**src/sv/hs_pkg.sv**
```systemverilog
// Shared constants and types for the histogram statistics block.
// No dependencies; every other file imports this package.
`timescale 1ns / 1ps

package hs_pkg;

    localparam int HS_MAX_BINS = 256;
    localparam int W_W         = 17;
    localparam int FRAC_W      = 16;
    localparam int APB_AW      = 3;
    localparam int APB_DW      = 32;

    localparam logic [W_W-1:0] FRAC_ONE  = 17'h10000;
    localparam logic [W_W-1:0] THR_RESET = 17'h08000;

    // Register index taken from paddr[APB_AW-1:2]
    localparam logic REG_THRESHOLD = 1'b0;

    typedef enum logic [2:0] {
        OP_MEAN   = 3'd0,
        OP_MEDIAN = 3'd1,
        OP_STD    = 3'd2,
        OP_LOW    = 3'd3,
        OP_HIGH   = 3'd4
    } div_op_t;

endpackage

```
**src/sv/hs_div.sv**
```systemverilog
// Restoring divider, one quotient bit per cycle.
// Depends on hs_pkg.
`timescale 1ns / 1ps

module hs_div
    import hs_pkg::*;
#(
    parameter int NW = 33,
    parameter int DW = 17
)
(
    input  logic          clk,
    input  logic          rst_n,
    input  logic          start,
    input  logic [NW-1:0] numer,
    input  logic [DW-1:0] denom,
    output logic          done,
    output logic [NW-1:0] quot
);

    localparam int CNW = $clog2(NW + 1);

    logic           busy_reg;
    logic           done_reg;
    logic [CNW-1:0] cnt_reg;
    logic [NW-1:0]  q_reg;
    logic [DW-1:0]  rem_reg;
    logic [DW-1:0]  den_reg;

    logic [DW:0] rem_sh;
    logic [DW:0] diff;
    logic        ge;

    assign rem_sh = {rem_reg, q_reg[NW-1]};
    assign diff   = rem_sh - {1'b0, den_reg};
    assign ge     = rem_sh >= {1'b0, den_reg};

    always_ff @(posedge clk or negedge rst_n)
    begin
        if (!rst_n)
        begin
            busy_reg <= 1'b0;
            done_reg <= 1'b0;
            cnt_reg  <= '0;
        end
        else
        begin
            done_reg <= 1'b0;
            if (start && !busy_reg)
            begin
                busy_reg <= 1'b1;
                cnt_reg  <= CNW'(NW);
            end
            else if (busy_reg)
            begin
                cnt_reg <= cnt_reg - 1'b1;
                if (cnt_reg == CNW'(1))
                begin
                    busy_reg <= 1'b0;
                    done_reg <= 1'b1;
                end
            end
        end
    end

    always_ff @(posedge clk)
    begin
        if (start && !busy_reg)
        begin
            q_reg   <= numer;
            den_reg <= denom;
            rem_reg <= '0;
        end
        else if (busy_reg)
        begin
            q_reg   <= {q_reg[NW-2:0], ge};
            rem_reg <= ge ? diff[DW-1:0] : rem_sh[DW-1:0];
        end
    end

    assign done = done_reg;
    assign quot = q_reg;

endmodule

```
**config.mk**
```make
export PLATFORM = sky130hd
export DESIGN_NAME = hs_div
export DESIGN_NICKNAME = d
export VERILOG_FILES = /design/src/sv/hs_pkg.sv /design/src/sv/hs_div.sv
export SDC_FILE = /design/constraint.sdc
export NUM_CORES = 1
export LEC_CHECK = 0
export ABC_AREA = 0
export BUFFER_PORTS_ARGS = -buffer_cell sky130_fd_sc_hd__clkbuf_2
export CORE_MARGIN = 2
export CORE_UTILIZATION = 30
export DETAILED_ROUTE_END_ITERATION = 16
export GPL_TIMING_DRIVEN = 0
export PLACE_DENSITY_LB_ADDON = 0.2
export SLEW_MARGIN = 20
export SYNTH_ARGS = -nofsm -noshare
export SYNTH_HDL_FRONTEND = slang
export SYNTH_SLANG_ARGS = --single-unit
```
**constraint.sdc**
```tcl
create_clock -name clk -period 2.6 [get_ports clk]
set_input_delay 0.39 -clock clk [delete_from_list [all_inputs] [get_ports clk]]
set_output_delay 0.39 -clock clk [all_outputs]
set_load 0.005 [all_outputs]
```
Word level (Yosys, flattened, before mapping)
Index checks and enable logic that the tools add are counted.
Storage, ports and cells
  register bits: 75
  input port bits: 53
  output and inout bits: 34
  word-level logic and storage cells: 24
Cells by class
  add/subtract/negate cells: 2
  $lt $le $gt $ge: 1
  equality and inequality tests: 1
  multiplexer cells: 11
  reductions and logical operators: 3
Operator list (count)
  $mux 33: 2
  $ge 18x17->1: 1
  $mux 17: 1
  $sub 17x17->17: 1
  $mux 6: 2
  $eq 6x1->1 const B: 1
  $mux 1: 6
  $sub 6x1->6 const B: 1
  $reduce_bool 2->1: 1
  $logic_and 1x1->1: 1
  $logic_not 1->1: 1

Logic depth before layout (Yosys ltp)
Gate-level depths: netlist of the first run.
  word-level depth: 4
  depth in mapped cells: 12
  gate-level depth less buffers: 10

Worst setup path before layout of the first run
Ideal clock, no wire load.
  path kind: register to register
  start point: register busy_reg
  end point: register q_reg[24], in the netlist quot[24], data pin
  setup time: 0.260 ns
  data arrival time: 2.036 ns
  data required time: 2.340 ns
  slack: 0.304 ns
  stages on the path, launching flop included: 6
  path buffers: 3
  clock period less this slack: 2.296 ns
  cells stage by stage: dfrtp_1 -> clkbuf_1 -> nor2b_1 -> clkbuf_1 -> buf_1 -> mux2_2
On the way
  longest elaborated chain between the ends: 3
Ends and longest elaborated chain
  start, declared: line hs_div.sv:23  | logic busy_reg;
  start signal, assigned: line hs_div.sv:42  | busy_reg <= 1'b0;
  start signal, assigned: line hs_div.sv:51  | busy_reg <= 1'b1;
  start signal, assigned: line hs_div.sv:59  | busy_reg <= 1'b0;
  $logic_not 1->1: line hs_div.sv:68  | if (start && !busy_reg)
  $logic_and 1x1->1: line hs_div.sv:68
  $mux 33: line hs_div.sv:68
  end signal, assigned: line hs_div.sv:70  | q_reg <= numer;
  end signal, assigned: line hs_div.sv:76  | q_reg <= {q_reg[NW-2:0], ge};
  end, declared: line hs_div.sv:26  | logic [NW-1:0] q_reg;
Every way passes these cells.
A chain may end at the register's enable or synchronous reset.

Worst setup path in the final report of the first run
  start point: register den_reg[13]
  end point: register rem_reg[9]
On the way
  longest elaborated chain between the ends: 2
Ends and longest elaborated chain
  start, declared: line hs_div.sv:28  | logic [DW-1:0] den_reg;
  start signal, assigned: line hs_div.sv:71  | den_reg <= denom;
  $ge 18x17->1: line hs_div.sv:36  | assign ge = rem_sh >= {1'b0, den_reg};
  $mux 17: line hs_div.sv:77  | rem_reg <= ge ? diff[DW-1:0] : rem_sh[DW-1:0];
  end signal, assigned: line hs_div.sv:77
  end, declared: line hs_div.sv:27  | logic [DW-1:0] rem_reg;
Every way passes these cells.

==> implementation parameters, run 1 <==
Parameter                              Value

Layout
  Number of antenna repair diodes ... 0
  # nets final ... approximately 520
  Number of standard cells in the layout, taps in and fillers out ... between 600 and 700
  Post-Route Utilization ... 0.379
  Share of post-route cells with drive strength above 1 ... 0.339
  Storage cell area ... roughly 2000 µm²
  Footprint of the multi-input gates ... 1760 µm²
  Area growth from synthesis to layout ... 24.5%
  Max FFs per register ... 33
  Fill count ... ~1300

Placement
  Routability cong. ... 0.839
  Port Buffer Count ... 86
  Post-DP HPWL ... roughly 6800 µm
  Placed instance count ... a little over 600

Synthesis
  Total of flip-flops plus latches after synthesis ... 75
  Synth area leaders ... sky130_fd_sc_hd__edfxtp_1 38%, sky130_fd_sc_hd__mux2_2 9.3%, sky130_fd_sc_hd__dfxtp_1 8.5%, sky130_fd_sc_hd__ha_1 6.0%, sky130_fd_sc_hd__dfrtp_1 5.0%
  Post-synth ARST share ... 0.107
  Prevailing post-synth register cell ... sky130_fd_sc_hd__edfxtp_1
  Net Count, Synth ... between 400 and 500
  Number of enable-type register cells in the synthesized netlist ... 50
  Top-area cell type share of the netlist area ... 0.377
  Per-instance average area after synthesis ... ~11 µm²
  Largest area contributor in the netlist ... sky130_fd_sc_hd__edfxtp_1
  Cell count after synthesis ... around 350
  Netlist area before placement ... roughly 4000 µm²
  Number of library cell types mapped by synthesis ... 56
  Sequential cell area fraction in the yosys report ... 0.513
  Warning count from the yosys run ... 0

STA
  Final critical path time including I/O delays and setup ... around 2400 ps
  Number of failing setup endpoints in the final timing report ... 0
  Final count of pins violating max slew ... 0
  Worst slew margin ... 0.535
  RSZ-0062 raised after global routing ... no
  Worst slew pin tran ... ~700 ps
  Final clock skew ... roughly 11 ps
  Fmax ... roughly 0.42 GHz
  Count of final hold-check violations ... 0
  Period utilisation layout ... 0.917

Pwr
  Share of power burned in combinational logic ... 0.455
  Highest ir drop seen on vdd ... ~0.4 mV
  Seq pwr share ... 0.354
  Leakage dissipation ... between 0.0015 and 0.002 µW
  Clock power share ... 0.191
  Net switching fraction of the power ... 0.374
  Power density over the cells ... about 1200 nW/µm²
  Switching component of the power ... about 2300 µW
  Int Power ... ~3900 µW

Global routing
  Total grt overflow ... 0
  GRT Total Usage ... 0.140
  Number of antenna violations at the first check in global routing ... 0
  Maximum number of pins on one net before global-route repair ... 34
  First-pass GRT wire length ... around 15000 µm
  Via count of the first global-routing pass ... about 3000

Floorplanning
  Die outline area ... 14200 µm²
  Boundary pin count ... slightly below 90
  Initial core utilization ... 0.304
  Placeable Area ... about 13000 µm²
  Die Span Y ... between 100 and 150 µm
  Chip Width ... about 120 µm
  Number of rows in the core area ... between 40 and 50

Min path
  Hold Crit Endpoint ... den_reg[4]
  Hold path startpoint ... denom[4]
  WHS Path Cells ... 1
  Path type of the worst min-delay path ... in -> reg

Clock network
  Clk Tree Root Cell ... sky130_fd_sc_hd__clkbuf_16
  Clock slew seen by the registers of the worst setup and hold paths ... roughly 70 ps
  Level count of the clock H-tree ... 3
  Clock sinks ... 75
  Number of CTS-inserted buffers ... 9
  TritonCTS clock tree ... done
  Buffer depth of the longest clock path ... 2
  Clock insertion delay at the later pin of the skew report ... around 340 ps

Route
  Post-detailed-route wirelength per cell ... roughly 15 µm
  Total via count in the routed design ... roughly 3100
  DRC violation count after routing ... 0
  DR pass1 iterations ... 4
  Detailed Route Iter0 Violations ... 164
  Via-per-instance ratio ... approximately 4.9
  Post-detailed-routing wire length ... 9510 µm
  Post-detailed-route count of antenna-violating nets ... 0

Status
  Run status ... finished, final reports clean

Critical path
  Worst path required time ... approximately 2800 ps
  Maximum fanout along the worst path ... 10
  Worst r2r dst ... rem_reg[9]
  CP startpoint kind ... flop
  Count of cells along the worst register-to-register path ... 11
  Critical path arrival ... ~2600 ps
  Crit Path Class ... reg -> reg
  Register-to-register path setup slack ... between 200 and 250 ps
  Endpoint type of the worst setup path ... flop
  Critical R2R Launch ... den_reg[13]

Job
  Total of max-cap violations ... 0
## worst max-delay path by stage
| stage | from | end | slack, ps | depth (start not counted) |
|---|---|---|---|---|
| finish | den_reg[13] | rem_reg[9] | 210 | 11 |
| global route | quot[32] | rem_reg[9] | 50 | 12 |
| CTS | quot[32] | rem_reg[12] | 20 | 11 |
| detailed placement | quot[32] | quot[0] | -20 | 9 |
| global placement | busy_reg | quot[29] | -330 | 5 |
| floorplan | busy_reg | quot[24] | 300 | 5 |
## cells in the final DEF (no fill, tap or decap), types with 4 or more instances in the layout
cell type | Yosys | layout
sky130_fd_sc_hd__clkbuf_1 | 6 | 6
sky130_fd_sc_hd__ha_1 | 19 | 19
sky130_fd_sc_hd__xor2_1 | 8 | 8
sky130_fd_sc_hd__o31ai_1 | 6 | 6
sky130_fd_sc_hd__o21ai_0 | 10 | 10
sky130_fd_sc_hd__buf_2 | 5 | 5
sky130_fd_sc_hd__nand3_1 | 19 | 18
sky130_fd_sc_hd__nand4_1 | 4 | 4
sky130_fd_sc_hd__dfrtp_1 | 8 | 8
sky130_fd_sc_hd__edfxtp_1 | 50 | 50
sky130_fd_sc_hd__nor2_1 | 7 | 7
sky130_fd_sc_hd__mux2_2 | 33 | 33
sky130_fd_sc_hd__a21oi_1 | 23 | 21
sky130_fd_sc_hd__dfxtp_1 | 17 | 17
sky130_fd_sc_hd__a32oi_1 | 7 | 7
sky130_fd_sc_hd__nor3_1 | 4 | 4
sky130_fd_sc_hd__a31oi_1 | 4 | 4
sky130_fd_sc_hd__o311ai_1 | 6 | 6
sky130_fd_sc_hd__inv_1 | 25 | 24
sky130_fd_sc_hd__clkbuf_16 | 0 | 9
sky130_fd_sc_hd__clkbuf_2 | 0 | 86
sky130_fd_sc_hd__xnor2_1 | 8 | 8
sky130_fd_sc_hd__nand2_1 | 28 | 28
sky130_fd_sc_hd__nor2b_1 | 4 | 4
## logic make-up (layout without fill, tap and decap cells)
kind of cell / after synthesis / after routing / synth area share
muxes: 33 / 33 / 0.0933
and+or+nand+nor: 76 / 76 / 0.0927
buffers and inverters: 43 / 149 / 0.0478
xor gates and xnor gates: 16 / 16 / 0.0352
AOI/OAI and AO/OA: 85 / 85 / 0.153
adders and majority gates: 20 / 20 / 0.0647
DFF: 75 / 75 / 0.513
## layout make-up
type,count,area share
timing repair buffer,90,0.0934
buffer,17,0.0194
clock buffer,9,0.0454
clock inverter,7,0.0101
sequential,75,0.412
tap,176,0.0444
multi-input combinational,230,0.355
inverter,26,0.0197
## per-layer routing
layer	wire [µm]	GRT usage
met5	0	0
met4	48	0.0313
met3	757	0.0618
met2	4400	0.216
met1	4300	0.180
## critical path: stages, from the launching register on
cell                        delay, ps
sky130_fd_sc_hd__edfxtp_1         370
sky130_fd_sc_hd__inv_1             70
sky130_fd_sc_hd__ha_1             230
sky130_fd_sc_hd__buf_6            140
sky130_fd_sc_hd__a21oi_4          180
sky130_fd_sc_hd__o21ai_2          100
sky130_fd_sc_hd__a2111oi_4        410
sky130_fd_sc_hd__and3_4           270
sky130_fd_sc_hd__buf_6            160
sky130_fd_sc_hd__buf_6            170
sky130_fd_sc_hd__nand3_1           90
sky130_fd_sc_hd__o311ai_1          90
## power groups by stage
stage,registers [µW],clock network [µW],logic (µW)
after floorplan,2160,0,1950
after global placement,2200,0,2700
after detailed placement,2200,0,2740
after CTS,2190,1210,2750
after global routing,2250,1260,3120
final,2180,1180,2800
## cell usage after synthesis, drive strengths merged (11+ instances only)
cell type	number
nand2	28
edfxtp	50
inv	25
buf	11
dfxtp	17
nand3	19
a21oi	24
o21ai	12
ha	19
mux2	33
## per-stage QoR
step                setup TNS [ps]  hold WS, ps  power [µW]  setup slack (ps)  instance area (µm²)
finish                           0          226        6160               215                 4960
global route                     0          208        6640              49.3                 4960
CTS                              0          216        6150              21.2                 4920
detailed placement           -16.6          251        4940             -16.6                 4630
global placement             -3330          253        4900              -334                 4630
floorplan                        0         94.4        4110               304                 3980
## timing repair
item | in CTS | in global routing
setup endpoints to repair | 1 | 18
gates resized for setup | 1 | 3
hold buffers | 1 | 0
pin swaps | 0 | 2
endpoints found under the hold margin | 8 | 0
buffers inserted | 0 | 3
gates cloned | 0 | 0
(Power assumes the default switching activity.)
==> inputs of run 2 (changes only) <==
--- a/config.mk
+++ b/config.mk
@@ -7,6 +7,8 @@
 export LEC_CHECK = 0
 export ABC_AREA = 0
 export BUFFER_PORTS_ARGS = -buffer_cell sky130_fd_sc_hd__clkbuf_2
+export CAP_MARGIN = 10
+export CORE_ASPECT_RATIO = 0.8
 export CORE_MARGIN = 2
 export CORE_UTILIZATION = 30
 export DETAILED_ROUTE_END_ITERATION = 16
==> run 2 against run 1 <==
  * Sequential share of layout area shrank 0.10 points
  * Sequential power is essentially flat
  * Hold slack lost 4.4 ps
  * Critical endpoint unchanged
==> implementation parameters, run 2 (synthesized netlist as in run 1, its figures left out) <==
Parameter                              Value

Status
  Run status ... finished, final reports clean

STA
  RSZ-0062 raised after global routing ... no
  Count of final hold-check violations ... 0 (unchanged)
  Number of failing setup endpoints in the final timing report ... 0 (unchanged)
  Final count of pins violating max slew ... 0 (unchanged)
  Worst slew margin ... 0.522 (-0.0128)
  Final critical path time including I/O delays and setup ... 2430 ps (+43.7 ps)
  Post-route worst setup slack ... 171 ps (-43.7 ps)
  Worst slew pin tran ... 716 ps (+20.2 ps)
  Post-route setup TNS ... 0 ps (unchanged)
  Period utilisation layout ... 0.934 (+0.0168)
  Fmax ... 0.412 GHz (-1.8%)
  Final clock skew ... 10.6 ps (-0.353 ps)

Critical path
  CP startpoint kind ... flop
  Top delay family on crit path ... compound AO/OA/AOI/OAI gates
  Crit Path Class ... reg -> reg
  Worst path required time ... 2830 ps (about the same)
  Endpoint type of the worst setup path ... flop
  Cell Chain, Critical Path ... inv_1, ha_1, a21oi_1, o21ai_2, a2111oi_4, and3_4, buf_6, buf_6, nand3_1, o311ai_1
  Count of cells along the worst register-to-register path ... 10 (-1)
  Startpoint of the most critical setup path ... den_reg[11]
  Worst path most repeated cell ... sky130_fd_sc_hd__buf_6
  Critical Path Max Stage Delay ... 400 ps (about the same)
  Cell type of the slowest stage on the worst timing path ... sky130_fd_sc_hd__a2111oi_4
  Register-to-register path setup slack ... 170 ps (-40 ps)
  Critical path arrival ... 2660 ps (+30 ps)
  Critical R2R Launch ... den_reg[11]
  Worst r2r dst ... rem_reg[9]
  Maximum fanout along the worst path ... 10 (unchanged)
  Buffering stage count on the worst path with inverters included ... 3 (-1)

Layout
  # nets final ... 523 (+0.19%)
  Area growth from synthesis to layout ... 24.8%
  Footprint of the multi-input gates ... 1770 µm² (+0.50%)
  Commonest cells after routing, fill and taps aside ... 86 x sky130_fd_sc_hd__clkbuf_2, 50 x sky130_fd_sc_hd__edfxtp_1, 33 x sky130_fd_sc_hd__mux2_2
  Max FFs per register ... 33 (unchanged)
  Number of antenna repair diodes ... 0 (unchanged)
  Fill count ... 1291 (-1.1%)
  Share of post-route cells with drive strength above 1 ... 0.347 (+0.00805)
  Commonest non-fill, non-tap cell in the layout ... sky130_fd_sc_hd__clkbuf_2
  Storage cell area ... 2040 µm² (unchanged)

Placement
  Post-DP HPWL ... 6990 µm (+2.8%)
  Worst setup slack before clock tree synthesis ... -7.74 ps (+8.89 ps)
  Port Buffer Count ... 86 (unchanged)
  Routability cong. ... 0.902 (+7.5%)

Global routing
  GRT Total Usage ... 0.142 (+0.00214)
  Total grt overflow ... 0 (unchanged)
  Maximum number of pins on one net before global-route repair ... 34 (unchanged)
  Number of antenna violations at the first check in global routing ... 0 (unchanged)
  First-pass GRT wire length ... 15700 µm (+1.7%)
  Via count of the first global-routing pass ... 3177 (+3.8%)

Clock network
  TritonCTS clock tree ... done
  Level count of the clock H-tree ... 3 (unchanged)
  Number of CTS-inserted buffers ... 9 (unchanged)
  Buffer depth of the longest clock path ... 2 (unchanged)
  Clock insertion delay at the later pin of the skew report ... 340 ps (about the same)
  Clock slew seen by the registers of the worst setup and hold paths ... 70 ps (about the same)
  Clock sinks ... 75 (unchanged)
  Clk Tree Root Cell ... sky130_fd_sc_hd__clkbuf_16

Pwr
  Seq pwr share ... 0.356 (+0.002)
  Switching component of the power ... 2340 µW (+1.6%)
  Leakage dissipation ... 0.00200 µW (+0.12%)
  Clock power share ... 0.190 (about the same)
  Highest ir drop seen on vdd ... 0.409 mV (+2.5%)
  Net switching fraction of the power ... 0.377 (+0.00333)
  Power density over the cells ... 1250 nW/µm² (+0.40%)
  Share of power burned in combinational logic ... 0.454 (about the same)
  Int Power ... 3860 µW (+0.12%)

Route
  Post-detailed-routing wire length ... 9820 µm (+3.3%)
  Via-per-instance ratio ... 4.98 (+2.0%)
  Post-detailed-route wirelength per cell ... 15.6 µm (+3.3%)
  Total length of routed met2 wires ... 4330 µm (-1.6%)
  Post-detailed-route count of antenna-violating nets ... 0 (unchanged)
  Top routing layer used ... met4
  DR pass1 iterations ... 5 (+1)
  Met3 WL ... 1010 µm (+34%)
  DRC violation count after routing ... 0 (unchanged)
  Detailed Route Iter0 Violations ... 149 (-9.1%)
  Met1 Routed Length ... 4360 µm (+1.4%)
  Total via count in the routed design ... 3140 (+2.0%)

Floorplanning
  Initial core utilization ... 0.308 (+0.00398)
  Chip Width ... 133 µm (+11%)
  Die outline area ... 14200 µm² (about the same)
  Number of rows in the core area ... 37 (-12%)
  Placeable Area ... 12900 µm² (-1.3%)
  Boundary pin count ... 87 (unchanged)
  Die Span Y ... 107 µm (-10%)

Min path
  WHS Path Cells ... 1 (unchanged)
  Path type of the worst min-delay path ... in -> reg
  Hold Crit Endpoint ... den_reg[1]
  Hold path startpoint ... denom[1]

Job
  Total of max-cap violations ... 0 (unchanged)
run 2: changes by cell type in the layout (fill, tap and decap cells not counted):
cell                         delta
sky130_fd_sc_hd__clkinv_1       -1
sky130_fd_sc_hd__clkbuf_4       -1
sky130_fd_sc_hd__clkinv_4       -2
sky130_fd_sc_hd__clkinv_2       +1
sky130_fd_sc_hd__fa_1           -1
sky130_fd_sc_hd__clkinvlp_4     +1
sky130_fd_sc_hd__a31oi_1        -1
sky130_fd_sc_hd__a31oi_2        +1
sky130_fd_sc_hd__buf_4          +1
sky130_fd_sc_hd__buf_2          +1
sky130_fd_sc_hd__inv_6          +1
sky130_fd_sc_hd__fa_2           +1
run 2: power by group through the flow:
stage | clock (µW) | combinational, µW | sequential, µW
floorplan | 0 | 1950 | 2160
global placement | 0 | 2700 | 2210
detailed placement | 0 | 2730 | 2210
CTS | 1220 | 2750 | 2210
global route | 1260 | 3150 | 2270
finish | 1180 | 2810 | 2200
run 2: repair_timing:
| item | 4_1_cts | 5_1_grt |
|---|---|---|
| setup buffers | 0 | 4 |
| gates resized for setup | 2 | 3 |
| pin swaps | 0 | 3 |
| setup endpoints to repair | 1 | 17 |
| endpoints found under the hold margin | 8 | 0 |
| hold buffers | 1 | 0 |
run 2: metal layers:
metal  vias to the layer above  global-route usage
met2                       119               0.212
li1                       1511                   -
met3                        10              0.0586
met5                         -                   0
met4                         0              0.0545
met1                      1500               0.183
run 2: how the worst max path moves through the flow:
stage                  to  cells past startpoint
3_3_place_gp     quot[30]                      5
5_1_grt        rem_reg[9]                     10
4_1_cts        rem_reg[9]                     12
2_1_floorplan    quot[24]                      5
3_5_place_dp      quot[0]                      9
6_report       rem_reg[9]                     10
run 2: through the flow:
stage	utilization	hold WS [ps]	cell area, µm²	cells	total power, µW
floorplan	-	94.4	3980	348	4110
global placement	0.359	251	4630	609	4910
detailed placement	0.359	251	4630	609	4940
CTS	0.381	210	4930	626	6170
global route	0.385	209	4970	630	6680
finish	0.385	222	4970	630	6200
run 2: area by class of cell:
type,instances,share of cell area
inverters,26,0.0196
multi-input cells,230,0.356
clock buffers,9,0.0453
clock inverters,7,0.0101
well taps,175,0.0441
plain buffers,17,0.0189
flip-flops and latches,75,0.411
repair buffers,91,0.0947
==> inputs of run 3 (changes only) <==
--- a/config.mk
+++ b/config.mk
@@ -11,6 +11,7 @@
 export CORE_ASPECT_RATIO = 0.8
 export CORE_MARGIN = 2
 export CORE_UTILIZATION = 30
+export CTS_BUF_LIST = sky130_fd_sc_hd__clkbuf_8
 export DETAILED_ROUTE_END_ITERATION = 16
 export GPL_TIMING_DRIVEN = 0
 export PLACE_DENSITY_LB_ADDON = 0.2
==> run 3 against run 2 <==
  * Hold slack worse by 31 ps
  * Non-clock buffer count unchanged
  * Power down 5.5%
  * Register-to-register slack worse by 40 ps
  * Utilization down 0.78 points
  * Fmax down 1.5%
  * Global-route usage up 0.061 points
  * Critical endpoint is now rem_reg[14]
  * Largest power group unchanged
==> implementation parameters, run 3 (synthesized netlist as in run 1, its figures left out) <==
Parameter                              Value

Route
  DRC violation count after routing ... 0 (unchanged)
  Total via count in the routed design ... 3150 (+0.32%)
  Post-detailed-routing wire length ... 9830 µm (+0.14%)
  Detailed Route Iter0 Violations ... 190 (+28%)
  DR pass1 iterations ... 5 (unchanged)
  Post-detailed-route wirelength per cell ... 15.6 µm (+0.14%)
  Via-per-instance ratio ... 5.00 (+0.32%)
  Post-detailed-route count of antenna-violating nets ... 0 (unchanged)

STA
  Worst slew pin tran ... 711 ps (-5.16 ps)
  Count of final hold-check violations ... 0 (unchanged)
  Number of failing setup endpoints in the final timing report ... 0 (unchanged)
  Worst slew margin ... 0.526 (+0.00344)
  Post-route setup TNS ... 0 ps (unchanged)
  Final clock skew ... 13.7 ps (+3.12 ps)
  Final count of pins violating max slew ... 0 (unchanged)
  Fmax ... 0.406 GHz (-1.5%)
  Period utilisation layout ... 0.948 (+0.0138)
  Final critical path time including I/O delays and setup ... 2470 ps (+36.0 ps)

Pwr
  Net switching fraction of the power ... 0.393 (+0.0159)
  Seq pwr share ... 0.376 (+0.020)
  Share of power burned in combinational logic ... 0.481 (+0.027)
  Leakage dissipation ... 0.00195 µW (-2.3%)
  Switching component of the power ... 2300 µW (-1.5%)
  Int Power ... 3560 µW (-7.9%)
  Highest ir drop seen on vdd ... 0.418 mV (+2.3%)
  Power density over the cells ... 1200 nW/µm² (-3.5%)
  Clock power share ... 0.144 (-0.046)

Min path
  Hold path startpoint ... denom[1]
  WHS Path Cells ... 1 (unchanged)
  Path type of the worst min-delay path ... in -> reg

Critical path
  Cell Chain, Critical Path ... inv_1, ha_1, inv_1, fa_2, a21oi_2, buf_4, o21ai_0, a31oi_2, o21bai_1, xnor2_1, a31o_1
  Crit Path Class ... reg -> reg
  Cell type of the slowest stage on the worst timing path ... sky130_fd_sc_hd__edfxtp_1
  Top delay family on crit path ... compound AO/OA/AOI/OAI gates
  Worst path required time ... 2870 ps (+40 ps)
  Critical R2R Launch ... quot[32]
  Critical path depth in cells ... 11 (+1)
  Maximum fanout along the worst path ... 3 (-7)
  Critical path arrival ... 2730 ps (+70 ps)
  Worst path most repeated cell ... sky130_fd_sc_hd__inv_1
  Critical Path Max Stage Delay ... 420 ps (+20 ps)
  Count of cells along the worst register-to-register path ... 11 (+1)
  Endpoint type of the worst setup path ... flop
  CP startpoint kind ... flop
  Buffering stage count on the worst path with inverters included ... 3 (unchanged)
  Startpoint of the most critical setup path ... quot[32]

Clock network
  Clock insertion delay at the later pin of the skew report ... 370 ps (+30 ps)
  Number of CTS-inserted buffers ... 9 (unchanged)
  Buffer depth of the longest clock path ... 2 (unchanged)
  Clock slew seen by the registers of the worst setup and hold paths ... 90 ps (+20 ps)
  Clock sinks ... 75 (unchanged)
  Level count of the clock H-tree ... 3 (unchanged)
  Clk Tree Root Cell ... sky130_fd_sc_hd__clkbuf_8
  TritonCTS clock tree ... done

Layout
  # nets final ... 523 (unchanged)
  Footprint of the multi-input gates ... 1770 µm² (unchanged)
  Number of antenna repair diodes ... 0 (unchanged)
  Max FFs per register ... 33 (unchanged)
  Commonest non-fill, non-tap cell in the layout ... sky130_fd_sc_hd__clkbuf_2
  Storage cell area ... 2040 µm² (unchanged)
  Area growth from synthesis to layout ... 22.3%
  Number of standard cells in the layout, taps in and fillers out ... 630 (unchanged)
  Fill count ... 1301 (+0.77%)
  Commonest cells after routing, fill and taps aside ... 86 x sky130_fd_sc_hd__clkbuf_2, 50 x sky130_fd_sc_hd__edfxtp_1, 33 x sky130_fd_sc_hd__mux2_2
  Share of post-route cells with drive strength above 1 ... 0.347 (unchanged)
  Post-Route Utilization ... 0.377 (-0.00785)

Placement
  Routability cong. ... 0.902 (unchanged)
  Post-DP HPWL ... 6990 µm (unchanged)
  Port Buffer Count ... 86 (unchanged)
  Placed instance count ... 609 (unchanged)

Floorplanning
  Placeable Area ... 12900 µm² (unchanged)
  Die Span Y ... 107 µm (unchanged)
  Initial core utilization ... 0.308 (unchanged)
  Boundary pin count ... 87 (unchanged)
  Number of rows in the core area ... 37 (unchanged)
  Die outline area ... 14200 µm² (unchanged)
  Chip Width ... 133 µm (unchanged)

Global routing
  GRT Total Usage ... 0.142 (+0.000615)
  Total grt overflow ... 0 (unchanged)
  First-pass GRT wire length ... 15800 µm (about the same)
  Via count of the first global-routing pass ... 3163 (-0.44%)
  Maximum number of pins on one net before global-route repair ... 34 (unchanged)
  Number of antenna violations at the first check in global routing ... 0 (unchanged)

Status
  Run status ... finished, final reports clean

Job
  Total of max-cap violations ... 0 (unchanged)
[run 3: final timing paths]
path / to / slack [ps]
max: rem_reg[14] / 130
min: den_reg[1] / 190
max reg2reg: rem_reg[14] / 130
min reg2reg: done / 470
max in group asynchronous: cnt_reg[5] / 2020
min in group asynchronous: cnt_reg[2] / 400
[run 3: cell type report]
| class | count | share of cell area |
|---|---|---|
| buffer | 17 | 0.0193 |
| clock buffer | 9 | 0.0254 |
| clock inverter | 7 | 0.0103 |
| inverter | 26 | 0.0201 |
| multi-input combinational | 230 | 0.364 |
| sequential | 75 | 0.420 |
| tap | 175 | 0.0450 |
| timing repair buffer | 91 | 0.0967 |
[run 3: metal layers]
| layer | part of all wire | GRT usage | vias to the layer above |
|---|---|---|---|
| met2 | 0.44 | 0.212 | 122 |
| met3 | 0.11 | 0.0686 | 10 |
| met1 | 0.44 | 0.182 | 1503 |
| met4 | 0.011 | 0.0430 | 0 |
| met5 | 0 | 0 | - |
| li1 | - | - | 1515 |
[run 3: timing repair]
| action | 4_1_cts | 5_1_grt |
|---|---|---|
| hold buffers | 1 | 0 |
| setup buffers | 0 | 4 |
| endpoints found under the hold margin | 8 | 0 |
| gates resized for setup | 2 | 3 |
| pin swaps | 0 | 2 |
| setup endpoints to repair | 1 | 17 |
[run 3: per-stage QoR]
| step | hold WS, ps | setup slack (ps) | power, µW | cell area [µm²] |
|---|---|---|---|---|
| 6_report | 191 | 135 | 5860 | 4870 |
| 5_1_grt | 160 | -19.6 | 6340 | 4870 |
| 4_1_cts | 171 | 67.8 | 5830 | 4820 |
| 3_5_place_dp | 251 | -7.74 | 4940 | 4630 |
| 3_3_place_gp | 251 | -301 | 4910 | 4630 |
| 2_1_floorplan | 94.4 | 304 | 4110 | 3980 |
[run 3: power groups by stage]
stage / logic [µW] / registers (µW) / clock network (µW)
CTS: 2750 / 2200 / 877
floorplan: 1950 / 2160 / 0
global placement: 2700 / 2210 / 0
global route: 3150 / 2270 / 926
detailed placement: 2730 / 2210 / 0
finish: 2820 / 2200 / 842
[run 3: worst register-to-register path: stages (launching register included)]
cell and delay (ps):
sky130_fd_sc_hd__edfxtp_1 420, sky130_fd_sc_hd__inv_1 80, sky130_fd_sc_hd__ha_1 140, sky130_fd_sc_hd__inv_1 70, sky130_fd_sc_hd__fa_2 370, sky130_fd_sc_hd__a21oi_2 190, sky130_fd_sc_hd__buf_4 140, sky130_fd_sc_hd__o21ai_0 140
sky130_fd_sc_hd__a31oi_2 330, sky130_fd_sc_hd__o21bai_1 130, sky130_fd_sc_hd__xnor2_1 150, sky130_fd_sc_hd__a31o_1 210
